<file path="src/design/karf_pkg.sv">
// Package: types, constants and helpers for the angle/rate Kalman filter.
package karf_pkg;

  localparam int unsigned DataW = 32;
  localparam int unsigned RegW  = 31;
  localparam int unsigned DtW   = 16;
  localparam int unsigned AccW  = 66;

  localparam logic [1:0] RegNoiseAngle = 2'd0;
  localparam logic [1:0] RegNoiseBias  = 2'd1;
  localparam logic [1:0] RegNoiseMeas  = 2'd2;

  localparam logic [RegW-1:0] NoiseAngleRst = 31'd268435;
  localparam logic [RegW-1:0] NoiseBiasRst  = 31'd805306;
  localparam logic [RegW-1:0] NoiseMeasRst  = 31'd8053064;

  localparam logic OpUpdate = 1'b0;
  localparam logic OpForce  = 1'b1;

  typedef enum logic [4:0] {
    StIdle, StRate, StAngMul, StAngAdd, StPbbMul, StInner, StPaaMul, StPaaAdd,
    StPbMul, StPbAdd, StS, StDiv0, StK0, StDiv1, StK1, StY,
    StAngCor, StBiasCor, StPaaCor, StPabCor, StPbaCor, StPbbCor, StOut
  } state_e;

  typedef struct packed {
    logic              start;
    logic signed [63:0] num;
    logic signed [33:0] den;
  } div_req_t;

  typedef struct packed {
    logic              busy;
    logic signed [63:0] quo;
  } div_rsp_t;

  function automatic logic signed [DataW-1:0] sat32(input logic signed [AccW-1:0] v);
    logic signed [AccW-1:0] hi;
    logic signed [AccW-1:0] lo;
    hi = AccW'(signed'(33'sh0_7FFF_FFFF));
    lo = -AccW'(signed'(33'sh0_8000_0000));
    if (v > hi) return 32'sh7FFF_FFFF;
    if (v < lo) return 32'sh8000_0000;
    return v[DataW-1:0];
  endfunction

  function automatic logic signed [AccW-1:0] rshr(input logic signed [AccW-1:0] v,
                                                  input int unsigned n);
    logic signed [AccW-1:0] t;
    t = v + (AccW'(1) <<< (n - 1));
    return t >>> n;
  endfunction

endpackage

</file>
<file path="src/design/karf_div.sv">
// Iterative restoring divider: signed numerator, unsigned denominator, truncating toward zero.
module karf_div (
  input  logic              clk_i,
  input  logic              rst_ni,
  input  karf_pkg::div_req_t req_i,
  output karf_pkg::div_rsp_t rsp_o
);
  import karf_pkg::*;

  logic [63:0] rem_q, rem_d, quo_q, quo_d;
  logic [33:0] den_q, den_d;
  logic        neg_q, neg_d;
  logic [6:0]  cnt_q, cnt_d;
  logic [64:0] trial;

  always_comb begin
    rem_d = rem_q;
    quo_d = quo_q;
    den_d = den_q;
    neg_d = neg_q;
    cnt_d = cnt_q;
    trial = {rem_q, quo_q[63]} - {31'd0, den_q};
    if (req_i.start) begin
      quo_d = req_i.num[63] ? 64'(-req_i.num) : 64'(req_i.num);
      den_d = req_i.den;
      neg_d = req_i.num[63];
      rem_d = '0;
      cnt_d = 7'd64;
    end else if (cnt_q != 7'd0) begin
      if (!trial[64]) begin
        rem_d = trial[63:0];
        quo_d = {quo_q[62:0], 1'b1};
      end else begin
        rem_d = {rem_q[62:0], quo_q[63]};
        quo_d = {quo_q[62:0], 1'b0};
      end
      cnt_d = cnt_q - 7'd1;
    end
  end

  always_ff @(posedge clk_i or negedge rst_ni) begin
    if (!rst_ni) begin
      cnt_q <= '0;
    end else begin
      cnt_q <= cnt_d;
    end
  end

  always_ff @(posedge clk_i) begin
    rem_q <= rem_d;
    quo_q <= quo_d;
    den_q <= den_d;
    neg_q <= neg_d;
  end

  assign rsp_o.busy = (cnt_q != 7'd0) || req_i.start;
  assign rsp_o.quo  = neg_q ? -signed'(quo_q) : signed'(quo_q);

endmodule
</file>
<file path="config.mk">
export PLATFORM = sky130hd
export DESIGN_NAME = karf_div
export DESIGN_NICKNAME = d
export VERILOG_FILES = /design/src/design/karf_pkg.sv /design/src/design/karf_div.sv
export SDC_FILE = /design/constraint.sdc
export NUM_CORES = 1
export LEC_CHECK = 0
export ABC_AREA = 0
export BUFFER_PORTS_ARGS = -buffer_cell sky130_fd_sc_hd__buf_2
export CORE_MARGIN = 3
export CORE_UTILIZATION = 59
export DETAILED_ROUTE_END_ITERATION = 10
export PLACE_DENSITY = 0.82
export SYNTH_ARGS = -nofsm -noshare
export SYNTH_HDL_FRONTEND = slang
export SYNTH_SLANG_ARGS = --single-unit
</file>
<file path="constraint.sdc">
create_clock -name clk_i -period 3.91 [get_ports clk_i]
set_input_delay 0.1955 -clock clk_i [delete_from_list [all_inputs] [get_ports clk_i]]
set_output_delay 0.1955 -clock clk_i [all_outputs]
set_load 0.005 [all_outputs]
</file>
Word-level counts from Yosys, hierarchy flattened
Index checks and enable logic that the tools add are counted.

word-level totals
  bits in registers = 170
  input port bits = 101
  logic and storage cells = 20
  output and inout port bits = 65

cells by class
  reduce and logical (&&, ||, !) cells = 3
  $add $sub $neg = 4
  mux-type cells = 8

operator list
  kind                                                                number
  64-bit two-way mux                                                  5
  64-bit negation                                                     2
  65-bit by 34-bit subtractor with 65-bit output                      1
  7-bit two-way mux                                                   2
  7-bit nonzero test                                                  1
  7-bit by 1-bit subtractor with 7-bit output, second input constant  1
  2-bit nonzero test                                                  1
  1-bit logical OR                                                    1
  1-bit two-way mux                                                   1

Logic depth before layout (Yosys ltp)
  depth in word-level cells = 4
  depth in mapped cells = 15
  depth with buffers taken out = 12

Worst setup path after synthesis
No wires, ideal clock.

  kind = register to output
  from = reg quo_q[19]
  to = out rsp_o[63] (netlist bit)
  arrival = 3.406 ns
  data required time = 3.714 ns
  path buffers = 1
  slack = 0.308 ns
  stages on the path, launching flop included = 10
  cells stage by stage = edfxtp_1 -> or4_1 -> or4_1 -> or2_2 -> or4_1 -> clkbuf_1 -> or2_2 -> or3_1 -> o41ai_1 -> xnor2_1

RTL lines
  what                    line            source
  from (decl)             karf_div.sv:10  logic [63:0] rem_q, rem_d, quo_q, quo_d;
  from (signal assigned)  karf_div.sv:51  quo_q <= quo_d;
  to (decl)               karf_div.sv:6   output karf_pkg::div_rsp_t rsp_o

==> impl_metrics.sql <==
INSERT INTO impl_metrics (metric_group, metric, value, unit) VALUES
('status', 'run_status', 'finished, violations left', ''),
('status', 'failing_checks', 'setup timing', ''),
('yosys', 'synth_enable_flop_cells', '99', ''),
('yosys', 'async_flop_share', '0.04118', ''),
('grt', 'antenna_violations_before_repair', '3', ''),
('min_path', 'timing.hold.worst_path_depth', '3', ''),
('timing', 'finalSetupViolations', '2', ''),
('run', 'drv_cap', '0', ''),
('floorplan', 'die_height', '149.2', 'microns'),
('pwr', 'p_sw', '3.950', 'mW'),
('timing', 'rsz0062_at_grt', 'true', ''),
('min_path', 'hold_path_end', 'quo_q[0]', ''),
('timing', 'timing_worst_slew_pin_value', '1.010', 'ns'),
('floorplan', 'floorplan.initialDensity', '0.6113', ''),
('yosys', 'synth_fp_nets', '1584', ''),
('worst_setup_path', 'cp_data_required_time', '3.71', 'ns'),
('grt', 'global_route.usage.total', '0.2960', ''),
('worst_setup_path', 'startpoint_type', 'register', ''),
('yosys', 'yosysSeqAreaShare', '0.3663', ''),
('yosys', 'netlist_area', '0.01209', 'sq mm'),
('final_layout', 'final_nets', '1777', ''),
('clock_tree', 'cts_inserted_buffers', '17', ''),
('timing', 'timing_max_transition_violations_final', '0', ''),
('timing', 'timing.final.crit_period', '3.941', 'ns'),
('final_layout', 'drive_gt1_frac', '0.1672', ''),
('placed_design', 'dp_worst_setup_slack', '0.1127', 'ns'),
('worst_setup_path', 'r2r.worst_path.cells', '10', ''),
('routing', 'vias_per_cell', '6.217', ''),
('pwr', 'internal-power', '5.283', 'mW'),
('floorplan', 'placeableCoreArea', '0.01978', 'sq mm'),
('worst_setup_path', 'cp_data_arrival_time', '3.75', 'ns'),
('timing', 'postLayoutSetupSlackWorst', '-0.03092', 'ns'),
('grt', 'grt_pass1_vias', '11082', ''),
('grt', 'grt_residual_overflow', '0', ''),
('pwr', 'max-vdd-ir-drop', '0.0004603', 'V'),
('yosys', 'ys_ff_latch', '170', ''),
('worst_setup_path', 'worstSetupEndpointType', 'primary output', ''),
('worst_setup_path', 'timing.setup.critical_path_class', 'register to primary output', ''),
('timing', 'skew', '0.009464', 'ns'),
('floorplan', 'std_cell_rows', '51', ''),
('timing', 'layout_worst_path_cycle_share', '1.008', ''),
('floorplan', 'io_pins', '166', ''),
('final_layout', 'flow.area_growth_from_synthesis', '18.72', '%'),
('final_layout', 'fillers', '1527', ''),
('clock_tree', 'num_clock_sinks', '170', ''),
('pwr', 'pwr-share-clk', '0.174', ''),
('timing', 'report.final.hold_viol_count', '0', ''),
('grt', 'grt_max_degree', '159', ''),
('grt', 'global_route_wire_length_before_repair', '53.84', 'mm'),
('pwr', 'pwrdens', '643.2', 'mW/mm^2'),
('clock_tree', 'buffer_levels_on_the_longest_clock_path', '2', ''),
('floorplan', 'die_area', '0.02225', 'sq mm'),
('routing', 'detailedRoute.firstPassIterationCount', '5', ''),
('clock_tree', 'cts_tree', 'done', ''),
('routing', 'drt.antenna.violating_nets', '0', ''),
('placed_design', 'place.port_buffers', '165', ''),
('routing', 'post-route-drc-count', '0', ''),
('floorplan', 'dieWidth', '149.2', 'microns'),
('yosys', 'synth.avg_cell_area', '8.369', 'sq um'),
('min_path', 'holdCritStartpoint', 'req_i[34]', ''),
('routing', 'drtIter0Drc', '1244', ''),
('yosys', 'synthesis.instances', '1445', ''),
('final_layout', 'sequential_cell_area', '0.004429', 'sq mm'),
('placed_design', 'gp_congestion', '0.9492', ''),
('clock_tree', 'clk_pin_slew', '0.07', 'ns'),
('clock_tree', 'cts_root_buffer', 'clkbuf_16', ''),
('yosys', 'synth.lib_cells_used.distinct', '67', ''),
('worst_setup_path', 'regToRegSetupSlack', '0.29', 'ns'),
('clock_tree', 'clk-insertion-delay-late', '0.43', 'ns'),
('final_layout', 'finish.cell_count_without_fillers', '1919', ''),
('timing', 'slew_headroom', '0.3195', '');
==> layer usage <==
layer | part of all wire | track usage | up-vias
met2 | 0.47 | 0.4929 | 598
met1 | 0.42 | 0.3892 | 5572
met5 | 0 | 0 | -
met4 | 0.031 | 0.1130 | 0
met3 | 0.085 | 0.04801 | 85
li1 | - | - | 5675
==> state kept, by name, indices dropped and copies added (netlist names) <==
| signal | count |
|---|---|
| rem_q | 64 |
| neg_q | 1 |
| cnt_q | 7 |
| quo_q | 64 |
| den_q | 34 |
==> worst max-delay path, stage by stage (launching register included) <==
cell	delay (ns)
edfxtp_1	0.40
or4_4	0.56
or4_4	0.43
or2_4	0.28
or4_4	0.52
or2_4	0.27
or3_4	0.36
o41ai_4	0.22
xnor2_1	0.15
buf_2	0.13
==> how the worst max path moves through the flow <==
| stage | start | endpoint | slack, ns | depth (start not counted) |
|---|---|---|---|---|
| detailed placement | quo_q[20] | rsp_o[63] | 0.11 | 9 |
| floorplan | quo_q[19] | rsp_o[63] | 0.31 | 9 |
| global route | quo_q[17] | rsp_o[63] | -0.14 | 9 |
| global placement | quo_q[11] | rsp_o[63] | 0.15 | 10 |
| finish | quo_q[17] | rsp_o[63] | -0.03 | 9 |
| CTS | quo_q[17] | rsp_o[63] | -0.04 | 9 |
==> power groups by stage <==
stage | combinational [mW] | sequential, mW | clock (mW)
detailed placement | 4.48 | 2.94 | 0
floorplan | 3.34 | 2.78 | 0
CTS | 4.56 | 2.91 | 1.62
finish | 4.69 | 2.94 | 1.61
global route | 5.18 | 3.00 | 1.68
global placement | 4.39 | 2.91 | 0
==> metrics by stage <==
stage / utilization / power [mW] / hold WS [ns] / area (sq um)
floorplan: - / 6.118 / -0.1001 / 12090
global placement: 0.6732 / 7.302 / 0.03431 / 13320
detailed placement: 0.6732 / 7.417 / 0.03634 / 13320
CTS: 0.7217 / 9.094 / 0.08795 / 14280
global route: 0.7257 / 9.865 / 0.1266 / 14360
finish: 0.7257 / 9.233 / 0.08522 / 14360
==> kinds of logic (layout without fill, tap and decap cells) <==
family / after synthesis / in the layout / share of synthesized area
AOI/OAI and AO/OA: 388 / 388 / 0.2055
xor gates and xnor gates: 171 / 171 / 0.1238
adders and majority gates: 38 / 38 / 0.03994
buffers and inverters: 137 / 343 / 0.04377
DFF: 170 / 170 / 0.3663
muxes: 11 / 11 / 0.009519
other: 0 / 3 / 0
and+or+nand+nor: 530 / 530 / 0.2112
==> cell usage after synthesis (7+ instances only) <==
library cell / count
nor2_1: 167
nand2_1: 146
a21oi_1: 116
edfxtp_1: 99
o21ai_0: 96
xor2_1: 91
xnor2_1: 80
clkbuf_1: 65
dfxtp_1: 64
inv_1: 57
ha_1: 37
or4_1: 35
or3_1: 32
o31ai_1: 31
a311oi_1: 30
nor3_1: 29
o41ai_1: 28
nand3_1: 26
a211oi_1: 23
nand2b_1: 21
nor4_1: 19
nand4_1: 12
a21o_1: 11
o211ai_1: 10
buf_1: 7
dfrtp_1: 7
mux2i_1: 7
o21a_1: 7
or2_2: 7
==> layout by cell type, fill, tap and decap left out, types with 7 or more instances in the layout <==
cell type,instances
a311oi_1,30
mux2i_1,7
or3_1,31
inv_1,56
edfxtp_1,99
o31ai_1,30
o21a_1,7
dfrtp_1,7
ha_1,37
nand4_1,12
nand2_1,146
clkbuf_16,17
o41ai_1,27
buf_2,164
nor3_1,28
or4_1,31
buf_4,53
a21oi_1,116
xnor2_1,80
dlygate4sd3_1,35
o21ai_0,95
nand2b_1,21
nor2_1,167
a21o_1,11
nor4_1,17
o211ai_1,10
a211oi_1,23
xor2_1,91
dfxtp_1,64
nand3_1,26
==> final cells by class <==
class / count / share of cell area
Tap cell: 265 / 0.02310
Timing Repair Buffer: 254 / 0.1115
Clock inverter: 11 / 0.006885
Antenna cell: 3 / 0.0005229
Sequential cell: 170 / 0.3085
Inverter: 57 / 0.01490
Multi-Input combinational cell: 1138 / 0.5032
Clock buffer: 21 / 0.03138
==> what timing repair did <==
item / CTS / global route
hold buffers: 35 / 0
setup endpoints to repair: 12 / 13
setup buffers: 1 / 5
pin swaps: 4 / 6
gates cloned: 0 / 0
hold endpoints to repair: 41 / 0
resized for setup: 11 / 7
Power figures use the tool's default switching activity.
